## src/tchp_pkg.sv

```systemverilog
// shared types and constants for the client hello extension parser
`timescale 1ns / 1ps

package tchp_pkg;

    localparam logic [15:0] SUPPORTED_VERSIONS_TYPE = 16'h002b;
    localparam logic [15:0] GREASE_MASK             = 16'h0f0f;
    localparam logic [15:0] GREASE_PATTERN          = 16'h0a0a;
    localparam logic [15:0] RANDOM_BYTES            = 16'd32;
    localparam logic [24:0] OFFSET_MAX              = 25'h1ffffff;

    localparam logic KIND_EXTENSION = 1'b0;
    localparam logic KIND_STATUS    = 1'b1;

    typedef struct packed {
        logic        result_kind;
        logic [15:0] extension_type;
        logic [15:0] extension_length;
        logic        parse_status;
        logic [15:0] highest_version;
        logic [14:0] extension_count;
        logic        run_end;
    } result_t;

    typedef struct packed {
        logic    ext_valid;
        logic    fin_valid;
        result_t ext_item;
        result_t fin_item;
    } emit_t;

endpackage

```

## src/tls_client_hello_extension_parser.sv

```systemverilog
// top level of the client hello extension parser: byte stream in, results out
// output: each result is queued as its byte is accepted and offered behind older ones
// throughput: one byte per cycle while s_tready is high; a final byte that ends an
//   extension header gives two results, drained one per cycle while m_tready is high
// reset: rst_n clears the parse state and empties the result queue at once
`timescale 1ns / 1ps

module tls_client_hello_extension_parser
#(
    parameter int FIFO_AW = 2
)
(
    input  logic        clk,
    input  logic        rst_n,
    input  logic        s_tvalid,
    output logic        s_tready,
    input  logic [7:0]  s_tdata,   // data_byte
    input  logic        s_tlast,   // final_byte
    output logic        m_tvalid,
    input  logic        m_tready,
    // extension_type, extension_length, parse_status, highest_version, extension_count
    output logic [63:0] m_tdata,
    output logic        m_tuser,   // result_kind
    output logic        m_tlast    // run_end
);

    localparam int DEPTH = 2 ** FIFO_AW;

    logic              s_acc;
    logic [FIFO_AW:0]  level;
    tchp_pkg::emit_t   emit;
    tchp_pkg::result_t head;

    // keep room for the two items one byte can cause
    assign s_tready = (level <= (FIFO_AW + 1)'(DEPTH - 2));
    assign s_acc    = s_tvalid && s_tready;

    tchp_parser u_parser
    (
        .clk        (clk),
        .rst_n      (rst_n),
        .accept     (s_acc),
        .data_byte  (s_tdata),
        .final_byte (s_tlast),
        .emit       (emit)
    );

    tchp_fifo #(.AW(FIFO_AW)) u_fifo
    (
        .clk   (clk),
        .rst_n (rst_n),
        .push  (s_acc),
        .emit  (emit),
        .pop   (m_tready),
        .level (level),
        .head  (head)
    );

    assign m_tvalid = (level != '0);
    assign m_tdata  = {head.extension_count, head.highest_version, head.parse_status,
                       head.extension_length, head.extension_type};
    assign m_tuser  = head.result_kind;
    assign m_tlast  = head.run_end;

`ifndef NO_ASSERTIONS
    a_level_bound: assert property (@(posedge clk) disable iff (!rst_n)
        level <= (FIFO_AW + 1)'(DEPTH))
        else $error("result queue overflow");

    a_final_gives_status: assert property (@(posedge clk) disable iff (!rst_n)
        s_acc && s_tlast |=> m_tvalid)
        else $error("final byte gave no result");

    a_status_ends_run: assert property (@(posedge clk) disable iff (!rst_n)
        m_tvalid && m_tuser |-> m_tlast)
        else $error("status item not marked last");

    a_ext_fields_clear: assert property (@(posedge clk) disable iff (!rst_n)
        m_tvalid && !m_tuser |-> m_tdata[48:32] == 17'd0)
        else $error("extension item carries status fields");
`endif

endmodule

```

## src/tchp_parser.sv

```systemverilog
// byte-wise client hello walker: phase, length counters and version tracking
`timescale 1ns / 1ps

module tchp_parser
(
    input  logic             clk,
    input  logic             rst_n,
    input  logic             accept,
    input  logic [7:0]       data_byte,
    input  logic             final_byte,
    output tchp_pkg::emit_t  emit
);

    typedef enum logic [15:0] {
        PH_TYPE    = 16'h0001,
        PH_MSGLEN  = 16'h0002,
        PH_VERSION = 16'h0004,
        PH_RANDOM  = 16'h0008,
        PH_SIDLEN  = 16'h0010,
        PH_SID     = 16'h0020,
        PH_CSLEN   = 16'h0040,
        PH_CS      = 16'h0080,
        PH_COMPLEN = 16'h0100,
        PH_COMP    = 16'h0200,
        PH_EXTLEN  = 16'h0400,
        PH_HDR     = 16'h0800,
        PH_BODY    = 16'h1000,
        PH_SVLEN   = 16'h2000,
        PH_SVBODY  = 16'h4000,
        PH_TAIL    = 16'h8000
    } phase_t;

    phase_t      phase_reg, phase_next;
    logic [24:0] offset_reg, offset_next;
    logic [23:0] msg_len_reg, msg_len_next;
    logic [15:0] field_rem_reg, field_rem_next;
    logic [15:0] block_rem_reg, block_rem_next;
    logic [15:0] body_rem_reg, body_rem_next;
    logic [15:0] etype_reg, etype_next;
    logic [1:0]  hdr_idx_reg, hdr_idx_next;
    logic [7:0]  ver_rem_reg, ver_rem_next;
    logic [7:0]  ver_hi_reg, ver_hi_next;
    logic [15:0] cand_reg, cand_next;
    logic [15:0] best_reg, best_next;
    logic [14:0] ext_cnt_reg, ext_cnt_next;
    logic        err_reg, err_next;

    logic        go_next;
    logic [15:0] go_block;
    logic [15:0] field_dec;
    logic [15:0] block_dec;
    logic [15:0] body_dec;
    logic [15:0] hdr_len;
    logic [15:0] ver_word;
    logic        bad;

    always_comb
    begin
        phase_next     = phase_reg;
        offset_next    = offset_reg;
        msg_len_next   = msg_len_reg;
        field_rem_next = field_rem_reg;
        block_rem_next = block_rem_reg;
        body_rem_next  = body_rem_reg;
        etype_next     = etype_reg;
        hdr_idx_next   = hdr_idx_reg;
        ver_rem_next   = ver_rem_reg;
        ver_hi_next    = ver_hi_reg;
        cand_next      = cand_reg;
        best_next      = best_reg;
        ext_cnt_next   = ext_cnt_reg;
        err_next       = err_reg;
        go_next        = 1'b0;
        go_block       = block_rem_reg;
        emit           = '0;

        field_dec = (field_rem_reg != 16'd0) ? field_rem_reg - 16'd1 : field_rem_reg;
        block_dec = (block_rem_reg != 16'd0) ? block_rem_reg - 16'd1 : block_rem_reg;
        body_dec  = (body_rem_reg != 16'd0) ? body_rem_reg - 16'd1 : body_rem_reg;
        hdr_len   = {field_rem_reg[7:0], data_byte};
        ver_word  = {ver_hi_reg, data_byte};

        if (phase_reg != PH_TYPE && phase_reg != PH_MSGLEN && offset_reg != tchp_pkg::OFFSET_MAX)
        begin
            offset_next = offset_reg + 25'd1;
        end

        case (phase_reg)
            PH_TYPE:
            begin
                phase_next   = PH_MSGLEN;
                hdr_idx_next = 2'd0;
                msg_len_next = 24'd0;
            end
            PH_MSGLEN:
            begin
                msg_len_next = {msg_len_reg[15:0], data_byte};
                if (hdr_idx_reg >= 2'd2)
                begin
                    phase_next     = PH_VERSION;
                    field_rem_next = 16'd2;
                end
                else
                begin
                    hdr_idx_next = hdr_idx_reg + 2'd1;
                end
            end
            PH_VERSION, PH_RANDOM, PH_SID, PH_CS, PH_COMP:
            begin
                field_rem_next = field_dec;
                if (field_dec == 16'd0)
                begin
                    case (phase_reg)
                        PH_VERSION:
                        begin
                            phase_next     = PH_RANDOM;
                            field_rem_next = tchp_pkg::RANDOM_BYTES;
                        end
                        PH_RANDOM: phase_next = PH_SIDLEN;
                        PH_SID:
                        begin
                            phase_next   = PH_CSLEN;
                            hdr_idx_next = 2'd0;
                        end
                        PH_CS: phase_next = PH_COMPLEN;
                        default:
                        begin
                            phase_next   = PH_EXTLEN;
                            hdr_idx_next = 2'd0;
                        end
                    endcase
                end
            end
            PH_SIDLEN:
            begin
                field_rem_next = {8'd0, data_byte};
                hdr_idx_next   = 2'd0;
                phase_next     = (data_byte == 8'd0) ? PH_CSLEN : PH_SID;
            end
            PH_CSLEN:
            begin
                field_rem_next = hdr_len;
                if (hdr_idx_reg != 2'd0)
                begin
                    phase_next = (hdr_len == 16'd0) ? PH_COMPLEN : PH_CS;
                end
                else
                begin
                    hdr_idx_next = 2'd1;
                end
            end
            PH_COMPLEN:
            begin
                field_rem_next = {8'd0, data_byte};
                hdr_idx_next   = 2'd0;
                phase_next     = (data_byte == 8'd0) ? PH_EXTLEN : PH_COMP;
            end
            PH_EXTLEN:
            begin
                block_rem_next = {block_rem_reg[7:0], data_byte};
                if (hdr_idx_reg != 2'd0)
                begin
                    go_next  = 1'b1;
                    go_block = {block_rem_reg[7:0], data_byte};
                end
                else
                begin
                    hdr_idx_next = 2'd1;
                end
            end
            PH_HDR:
            begin
                block_rem_next = block_dec;
                case (hdr_idx_reg)
                    2'd0: etype_next = {8'd0, data_byte};
                    2'd1: etype_next = {etype_reg[7:0], data_byte};
                    2'd2: field_rem_next = {8'd0, data_byte};
                    default: field_rem_next = hdr_len;
                endcase
                if (hdr_idx_reg != 2'd3)
                begin
                    hdr_idx_next = hdr_idx_reg + 2'd1;
                end
                else
                begin
                    hdr_idx_next = 2'd0;
                    if (hdr_len > block_dec)
                    begin
                        // body would run past the block
                        err_next   = 1'b1;
                        phase_next = PH_TAIL;
                    end
                    else
                    begin
                        ext_cnt_next                    = ext_cnt_reg + 15'd1;
                        emit.ext_valid                  = 1'b1;
                        emit.ext_item.result_kind       = tchp_pkg::KIND_EXTENSION;
                        emit.ext_item.extension_type    = etype_reg;
                        emit.ext_item.extension_length  = hdr_len;
                        emit.ext_item.extension_count   = ext_cnt_reg + 15'd1;
                        emit.ext_item.run_end           = !final_byte;
                        body_rem_next                   = hdr_len;
                        if (etype_reg == tchp_pkg::SUPPORTED_VERSIONS_TYPE &&
                            hdr_len >= 16'd3)
                        begin
                            phase_next = PH_SVLEN;
                        end
                        else if (hdr_len == 16'd0)
                        begin
                            go_next  = 1'b1;
                            go_block = block_dec;
                        end
                        else
                        begin
                            phase_next = PH_BODY;
                        end
                    end
                end
            end
            PH_BODY:
            begin
                body_rem_next  = body_dec;
                block_rem_next = block_dec;
                if (body_dec == 16'd0)
                begin
                    go_next  = 1'b1;
                    go_block = block_dec;
                end
            end
            PH_SVLEN:
            begin
                body_rem_next  = body_dec;
                block_rem_next = block_dec;
                // list length plus its own byte must fit the body
                if ({8'd0, data_byte} < field_rem_reg)
                begin
                    ver_rem_next = data_byte;
                    cand_next    = 16'd0;
                    hdr_idx_next = 2'd0;
                    phase_next   = PH_SVBODY;
                end
                else
                begin
                    phase_next = PH_BODY;
                end
                if (body_dec == 16'd0)
                begin
                    go_next  = 1'b1;
                    go_block = block_dec;
                end
            end
            PH_SVBODY:
            begin
                if (ver_rem_reg != 8'd0)
                begin
                    if (hdr_idx_reg == 2'd0)
                    begin
                        if (ver_rem_reg >= 8'd2)
                        begin
                            ver_hi_next  = data_byte;
                            hdr_idx_next = 2'd1;
                        end
                    end
                    else
                    begin
                        hdr_idx_next = 2'd0;
                        if ((ver_word & tchp_pkg::GREASE_MASK) != tchp_pkg::GREASE_PATTERN &&
                            ver_word > cand_reg)
                        begin
                            cand_next = ver_word;
                        end
                    end
                    ver_rem_next = ver_rem_reg - 8'd1;
                end
                body_rem_next  = body_dec;
                block_rem_next = block_dec;
                if (body_dec == 16'd0)
                begin
                    if (cand_next != 16'd0)
                    begin
                        best_next = cand_next;
                    end
                    go_next  = 1'b1;
                    go_block = block_dec;
                end
            end
            PH_TAIL:
            begin
            end
            default:
            begin
            end
        endcase

        // step to the next extension header, skip a short tail, or stop when the block is used up
        if (go_next)
        begin
            if (go_block == 16'd0)
            begin
                phase_next = PH_TAIL;
            end
            else if (go_block < 16'd4)
            begin
                body_rem_next = go_block;
                phase_next    = PH_BODY;
            end
            else
            begin
                hdr_idx_next = 2'd0;
                phase_next   = PH_HDR;
            end
        end

        bad = err_next || !(phase_next == PH_EXTLEN || phase_next == PH_TAIL) ||
              (offset_next < {1'b0, msg_len_next});

        if (final_byte)
        begin
            emit.fin_valid                = 1'b1;
            emit.fin_item.result_kind     = tchp_pkg::KIND_STATUS;
            emit.fin_item.parse_status    = bad;
            emit.fin_item.highest_version = best_next;
            emit.fin_item.extension_count = ext_cnt_next;
            emit.fin_item.run_end         = 1'b1;

            phase_next     = PH_TYPE;
            offset_next    = 25'd0;
            msg_len_next   = 24'd0;
            field_rem_next = 16'd0;
            block_rem_next = 16'd0;
            body_rem_next  = 16'd0;
            etype_next     = 16'd0;
            hdr_idx_next   = 2'd0;
            ver_rem_next   = 8'd0;
            ver_hi_next    = 8'd0;
            cand_next      = 16'd0;
            best_next      = 16'd0;
            ext_cnt_next   = 15'd0;
            err_next       = 1'b0;
        end
    end

    always_ff @(posedge clk or negedge rst_n)
    begin
        if (!rst_n)
        begin
            phase_reg     <= PH_TYPE;
            offset_reg    <= 25'd0;
            msg_len_reg   <= 24'd0;
            field_rem_reg <= 16'd0;
            block_rem_reg <= 16'd0;
            body_rem_reg  <= 16'd0;
            etype_reg     <= 16'd0;
            hdr_idx_reg   <= 2'd0;
            ver_rem_reg   <= 8'd0;
            ver_hi_reg    <= 8'd0;
            cand_reg      <= 16'd0;
            best_reg      <= 16'd0;
            ext_cnt_reg   <= 15'd0;
            err_reg       <= 1'b0;
        end
        else if (accept)
        begin
            phase_reg     <= phase_next;
            offset_reg    <= offset_next;
            msg_len_reg   <= msg_len_next;
            field_rem_reg <= field_rem_next;
            block_rem_reg <= block_rem_next;
            body_rem_reg  <= body_rem_next;
            etype_reg     <= etype_next;
            hdr_idx_reg   <= hdr_idx_next;
            ver_rem_reg   <= ver_rem_next;
            ver_hi_reg    <= ver_hi_next;
            cand_reg      <= cand_next;
            best_reg      <= best_next;
            ext_cnt_reg   <= ext_cnt_next;
            err_reg       <= err_next;
        end
    end

endmodule

```

## src/tchp_fifo.sv

```systemverilog
// result queue that takes up to two items per cycle and delivers one on each pop
`timescale 1ns / 1ps

module tchp_fifo
#(
    parameter int AW = 2
)
(
    input  logic              clk,
    input  logic              rst_n,
    input  logic              push,
    input  tchp_pkg::emit_t   emit,
    input  logic              pop,
    output logic [AW:0]       level,
    output tchp_pkg::result_t head
);

    localparam int DEPTH = 2 ** AW;

    tchp_pkg::result_t mem [DEPTH];

    logic [AW-1:0] wr_ptr_reg, wr_ptr_next;
    logic [AW-1:0] rd_ptr_reg, rd_ptr_next;
    logic [AW:0]   level_reg, level_next;
    logic [1:0]    n_push;
    logic          do_pop;
    tchp_pkg::result_t first_item;

    assign n_push     = push ? ({1'b0, emit.ext_valid} + {1'b0, emit.fin_valid}) : 2'd0;
    assign first_item = emit.ext_valid ? emit.ext_item : emit.fin_item;
    assign do_pop     = pop && (level_reg != '0);

    always_comb
    begin
        wr_ptr_next = wr_ptr_reg + AW'(n_push);
        rd_ptr_next = rd_ptr_reg + AW'(do_pop);
        level_next  = level_reg + (AW + 1)'(n_push) - (AW + 1)'(do_pop);
    end

    always_ff @(posedge clk)
    begin
        if (n_push != 2'd0)
        begin
            mem[wr_ptr_reg] <= first_item;
        end
        if (n_push == 2'd2)
        begin
            mem[wr_ptr_reg + AW'(1)] <= emit.fin_item;
        end
    end

    always_ff @(posedge clk or negedge rst_n)
    begin
        if (!rst_n)
        begin
            wr_ptr_reg <= '0;
            rd_ptr_reg <= '0;
            level_reg  <= '0;
        end
        else
        begin
            wr_ptr_reg <= wr_ptr_next;
            rd_ptr_reg <= rd_ptr_next;
            level_reg  <= level_next;
        end
    end

    assign level = level_reg;
    assign head  = mem[rd_ptr_reg];

endmodule

```

## config.mk

```make
export PLATFORM = sky130hd
export DESIGN_NAME = tls_client_hello_extension_parser
export DESIGN_NICKNAME = d
export VERILOG_FILES = /design/src/tchp_pkg.sv /design/src/tls_client_hello_extension_parser.sv /design/src/tchp_parser.sv /design/src/tchp_fifo.sv
export SDC_FILE = /design/constraint.sdc
export NUM_CORES = 1
export LEC_CHECK = 0
export BUFFER_PORTS_ARGS = -buffer_cell sky130_fd_sc_hd__buf_4
export CORE_UTILIZATION = 55
export CTS_CLUSTER_DIAMETER = 80
export DETAILED_ROUTE_END_ITERATION = 7
export PLACE_DENSITY = 0.79
export SLEW_MARGIN = 15
export SYNTH_ARGS = -nofsm -noshare
export SYNTH_HDL_FRONTEND = slang
export SYNTH_SLANG_ARGS = --single-unit
export TNS_END_PERCENT = 50
```

## constraint.sdc

```tcl
create_clock -name clk -period 9 [get_ports clk]
set_input_delay 1.35 -clock clk [delete_from_list [all_inputs] [get_ports clk]]
set_output_delay 1.35 -clock clk [all_outputs]
set_load 0.005 [all_outputs]
```

==> results of run 1 <==
## worst paths after layout
kind,slack [ps],cells after the start,from,end
setup / recovery,1700,24,u_parser.block_rem_reg[0],u_fifo.mem[2][9]
hold / removal,460,2,u_fifo.mem[2][40],u_fifo.mem[2][40]
setup reg to reg,1700,24,u_parser.block_rem_reg[0],u_fifo.mem[2][9]
hold reg to reg,460,2,u_fifo.mem[2][40],u_fifo.mem[2][40]
max in group asynchronous,6830,2,rst_n,u_parser.best_reg[15]
min in group asynchronous,750,1,rst_n,u_parser.msg_len_reg[16]
## layout make-up
cell class	instances	area (µm²)	area share
multi-input cells	1809	12900	0.457
flip-flops and latches	466	11700	0.416
clock buffers	72	1450	0.0514
repair buffers	120	907	0.0322
well taps	600	751	0.0267
clock inverters	18	233	0.00827
inverters	61	231	0.00823
## synthesized netlist by cell type (all sizes together), types with 66 or more instances
| library cell | instances |
|---|---|
| a21oi | 87 |
| a32o | 117 |
| clkbuf | 152 |
| dfrtp | 201 |
| dfxtp | 128 |
| edfxtp | 136 |
| ha | 81 |
| mux4 | 66 |
| nand2 | 247 |
| nand3 | 75 |
| nor2 | 256 |
| o21ai | 202 |
## routing by layer
| metal | global-route usage | share of wire |
|---|---|---|
| met2 | 0.504 | 0.48 |
| met5 | 0 | 0 |
| met1 | 0.426 | 0.42 |
| met3 | 0.0527 | 0.077 |
| met4 | 0.0974 | 0.028 |
## power by group through the flow
stage	Combinational [W]	Sequential, W	Clock, W
6_report	0.00314	0.00279	0.00211
3_5_place_dp	0.00309	0.00281	0
4_1_cts	0.00310	0.00277	0.00213
5_1_grt	0.00343	0.00282	0.00221
2_1_floorplan	0.00231	0.00258	0
3_3_place_gp	0.00304	0.00279	0
## worst register-to-register path: stages (launching register included)
cell	delay, ps
dfrtp_1	510
inv_1	270
ha_1	460
nand3_1	260
nor2_1	440
nor2_1	100
a21oi_1	400
ha_1	220
nand2_1	60
or4_1	530
a21o_1	200
nand3_1	160
nand2_1	180
nand2_2	280
inv_4	300
ha_1	320
a21oi_1	440
nor2_2	110
nor2_2	100
buf_4	380
inv_1	100
buf_4	300
a22oi_1	490
clkbuf_4	320
nor2_1	80
## metrics by stage
| stage | worst slack (ps) | cell area [µm²] | std cells | hold slack [ps] | utilization |
|---|---|---|---|---|---|
| 6_report | 1700 | 28100 | 3146 | 457 | 0.617 |
| 5_1_grt | 1210 | 28100 | 3146 | 473 | 0.617 |
| 4_1_cts | 1460 | 28100 | 3144 | 457 | 0.617 |
| 3_5_place_dp | 1630 | 26400 | 3054 | 446 | 0.580 |
| 3_3_place_gp | 1830 | 26400 | 3053 | 430 | 0.580 |
| 2_1_floorplan | 2520 | 25500 | 2533 | 420 | - |
## cell families after synthesis
| group | Yosys count | share of synthesized area |
|---|---|---|
| AND/OR/NAND/NOR | 873 | 0.171 |
| AO/OA/AOI/OAI | 660 | 0.184 |
| flip-flops | 466 | 0.458 |
| buffers and inverters | 258 | 0.0398 |
| multiplexers | 134 | 0.0859 |
| adder cells (fa/ha/maj) | 82 | 0.0405 |
| XOR/XNOR | 60 | 0.0206 |
==> out/results.tsv, run 1 <==
metric	value	unit
outcome	finished clean	
areaGrowthSynthToFinish	10.2	%
pwr-share-seq	0.347	
overflow	0	
p_sw	0.00316	W
mappedNetlistNets	2628	
layout_commonest_cell	nor2_1	
synthTopCellsByArea	dfrtp_1 (20%), edfxtp_1 (16%), dfxtp_1 (10%)	
p_clk_frac	0.263	
gp_congestion	0.976	
core	45600	µm²
worst-path-buf-inv	6	
hp-class	flop to flop	
vias	21056	
cts_buffers	48	
ir_drop	0.000243	V
postRouteAntennaNets	0	
post-synth-top-area-cell	dfrtp_1	
arrival	7620	ps
synth_cell_type_count	93	
root_buffer	clkbuf_16	
fillers	3590	
slew_headroom	0.214	
cp_top_family	simple AND/OR/NAND/NOR gates	
end_kind	flop	
grt_start_max_net_pins	96	
path_cells	inv_1 > ha_1 > nand3_1 > nor2_1 > nor2_1 > a21oi_1 > ha_1 > nand2_1 > or4_1 > a21o_1 > nand3_1 > nand2_1 > nand2_2 > inv_4 > ha_1 > a21oi_1 > nor2_2 > nor2_2 > buf_4 > inv_1 > buf_4 > a22oi_1 > clkbuf_4 > nor2_1	
grt_pass1_vias	20395	
drive_above_1_share	0.141	
cts.sinks	466	
clockBufferDepth	3	
holdBufCountCts	0	
grt_setup_unrepaired	no	
initialDrtViolationCount	2454	
clock_latency	610	ps
netlist_instances	2533	
io_buffers	80	
dp_hpwl	48400	µm
synth_top_area_frac	0.197	
yosysWarningCount	0	
start_util	0.560	
htree_num_levels	2	
largest_register_ffs	264	
setup_viol	0	
cellPowerDensity	285	nW/µm²
drcViolationCount	0	
async_flop_share	0.433	
critical-path-max-stage-delay	530	ps
routed_wl	73400	µm
start_kind	flop	
p_total	0.00803	W
yosysSeqAreaShare	0.458	
io_pins	81	
switching_share	0.393	
synth_seq_cells	466	
final_cell_mix	nor2_1 (248), nand2_1 (244), dfrtp_1 (199)	
syn-cell-area	25500	µm²
grt_util_all_layers	0.311	
drt_pre_antenna_iters	5	
cpMaxStageDelayCell	or4_1	
clk_pin_slew	60	ps
final.setup.tns	0	ps
hold_viol	0	
fmax	137	MHz
cp.required	9320	ps
antenna_found_initial	0	
viasPerCell	6.69	
dieArea	47300	µm²
rows	78	
maxCapViolCount	0	
synth_area_per_cell	10.1	µm²
path_max_fanout	55	
period_needed	7300	ps
synth_edf_count	136	
die_h	217	µm
routedWlPerCell	23.3	µm
p_leak	10.8	nW
combPwrFrac	0.391	
tightestPinTransition	1170	ps
post_cts_buffers	0	
grt_pass1_wl	116000	µm
die_x	217	µm
path_class	flop to flop	
nets	2601	
clock_skew	22.6	ps
fin_crit_sh	0.811	
synthFlopType	dfrtp_1	
n_antenna_cell	0	
finalMaxSlewViolations	0	
p_int	0.00487	W
cts_tree	done	
cts_resized	0	
Note: power is estimated with default switching activity, not from simulation.
==> inputs of run 2 (changes only) <==
--- a/config.mk
+++ b/config.mk
@@ -9,7 +9,7 @@
 export CORE_UTILIZATION = 55
 export CTS_CLUSTER_DIAMETER = 80
 export DETAILED_ROUTE_END_ITERATION = 7
-export PLACE_DENSITY = 0.79
+export PLACE_DENSITY = 0.82
 export SLEW_MARGIN = 15
 export SYNTH_ARGS = -nofsm -noshare
 export SYNTH_HDL_FRONTEND = slang
==> constraint.sdc (replaced) <==
create_clock -name clk -period 6.45 [get_ports clk]
set_input_delay 0.9675 -clock clk [delete_from_list [all_inputs] [get_ports clk]]
set_output_delay 0.9675 -clock clk [all_outputs]
set_load 0.005 [all_outputs]
==> run 2 against run 1 <==
Sequential share of layout area fell by 0.21 points; wire length grew 1.6%; hold slack got worse by 120 ps; maximum frequency rose by 19%; largest power group unchanged; largest cell class unchanged; critical path type unchanged; clock skew grew 1.5 ps; die area did not move; final area rose by 0.52%; count of clock-buffer cells in the layout grew 7; highest routed layer is now met5; total power grew 42%; critical endpoint is now u_fifo.mem[0][17]; critical path depth is 6 lower.
==> out/results.tsv, run 2 (synthesis gave the netlist of run 1 again) <==
metric	value	unit
outcome	finished clean	
grt_pass1_vias	20971	
dp_hpwl	49000	µm
largest_register_ffs	264	
tightestPinTransition	1170	ps
drive_above_1_share	0.146	
grt_util_all_layers	0.314	
start_util	0.560	
nets	2615	
start_kind	flop	
htree_num_levels	2	
end_kind	flop	
grt_pass1_wl	117000	µm
clk_pin_slew	60	ps
r2r_setup_slack	330	ps
viasPerCell	6.81	
hold_viol	0	
core	45600	µm²
clockBufferDepth	3	
cellPowerDensity	402	nW/µm²
routedWlPerCell	23.6	µm
hp-class	input pin to asynchronous set/reset pin	
layout_commonest_cell	nor2_1	
dieArea	47300	µm²
final.setup.tns	0	ps
finalMaxSlewViolations	0	
fin_crit_sh	0.948	
setup_viol	0	
postRouteAntennaNets	0	
cts_tree	done	
overflow	0	
vias	21523	
rows	78	
fmax	163	MHz
die_h	217	µm
p_total	0.0114	W
clock_skew	24.2	ps
maxCapViolCount	0	
cp.required	6890	ps
final_cell_mix	nor2_1 (248), nand2_1 (242), dfrtp_1 (199)	
io_buffers	80	
io_pins	81	
routed_wl	74600	µm
initialDrtViolationCount	2510	
path_class	flop to flop	
gp_congestion	0.962	
grt_start_max_net_pins	150	
areaGrowthSynthToFinish	10.8	%
grt_setup_unrepaired	no	
root_buffer	clkbuf_16	
antenna_found_initial	2	
arrival	6560	ps
ir_drop	0.000372	V
path_max_fanout	10	
drt_pre_antenna_iters	8	
clock_latency	610	ps
cts.sinks	466	
die_x	217	µm
cts_buffers	50	
n_antenna_cell	0	
period_needed	6120	ps
p_leak	10.9	nW
slew_headroom	0.213	
drcViolationCount	0	
[run 2: power breakdown]
group	leakage, nW	total (W)	switching, W	internal, W
clock network	0.834	0.00296	0.00123	0.00173
logic	5.06	0.00454	0.00275	0.00179
registers	4.97	0.00387	0.000526	0.00335
[run 2: worst paths after layout]
path / to / cells past startpoint / startpoint
max: u_fifo.mem[0][17] / 18 / u_parser.block_rem_reg[5]
min: u_parser.offset_reg[1] / 1 / rst_n
max reg2reg: u_fifo.mem[0][17] / 18 / u_parser.block_rem_reg[5]
min reg2reg: u_fifo.mem[3][58] / 1 / u_fifo.mem[3][58]
max in group asynchronous: u_fifo.rd_ptr_reg[0] / 2 / rst_n
min in group clk: u_fifo.mem[3][58] / 1 / u_fifo.mem[3][58]
[run 2: timing repair]
| item | 4_1_cts | 5_1_grt |
|---|---|---|
| endpoints found under the setup margin | 0 | 6 |
| hold buffers | 0 | 0 |
| hold endpoints to repair | 0 | 0 |
| resized for setup | 0 | 3 |
| setup buffers | 0 | 0 |
[run 2: layout make-up]
| cell class | count | area [µm²] |
|---|---|---|
| repair buffers | 132 | 1020 |
| multi-input cells | 1809 | 12900 |
| well taps | 600 | 751 |
| clock buffers | 79 | 1550 |
| clock inverters | 14 | 153 |
| flip-flops and latches | 466 | 11700 |
| fillers | 3550 | 17300 |
| inverters | 61 | 235 |
[run 2: worst max-delay path: stages (launching register included)]
cell and delay (ps):
dfrtp_1 470, or3_1 440, or4_1 550, a2111o_1 440, and2_1 190, ha_1 300, nand4_1 110, or4_1 580
or2_2 370, nand2_1 110, nand2_2 190, ha_1 400, nor2_1 220, a21oi_1 120, or3_1 500, o22ai_1 250
nand2_1 290, buf_4 300, nor2_1 120
[run 2: metrics by stage]
| step | cell area [µm²] | std cells | hold WS, ps | worst slack [ps] | util |
|---|---|---|---|---|---|
| finish | 28300 | 3161 | 334 | 333 | 0.621 |
| global route | 28300 | 3161 | 364 | 24.1 | 0.621 |
| CTS | 28300 | 3161 | 358 | 416 | 0.620 |
| detailed placement | 26600 | 3068 | 448 | 424 | 0.583 |
| global placement | 26600 | 3068 | 433 | 594 | 0.583 |
| floorplan | 25500 | 2533 | 420 | 1.59 | - |
[run 2: routing by layer]
metal  part of all wire  vias to the layer above  GRT usage
met3              0.082                      215     0.0474
met4              0.041                        2      0.130
met1               0.40                    10689      0.428
li1                   -                     9549          -
met2               0.47                     1068      0.502
met5            0.00017                        -          0
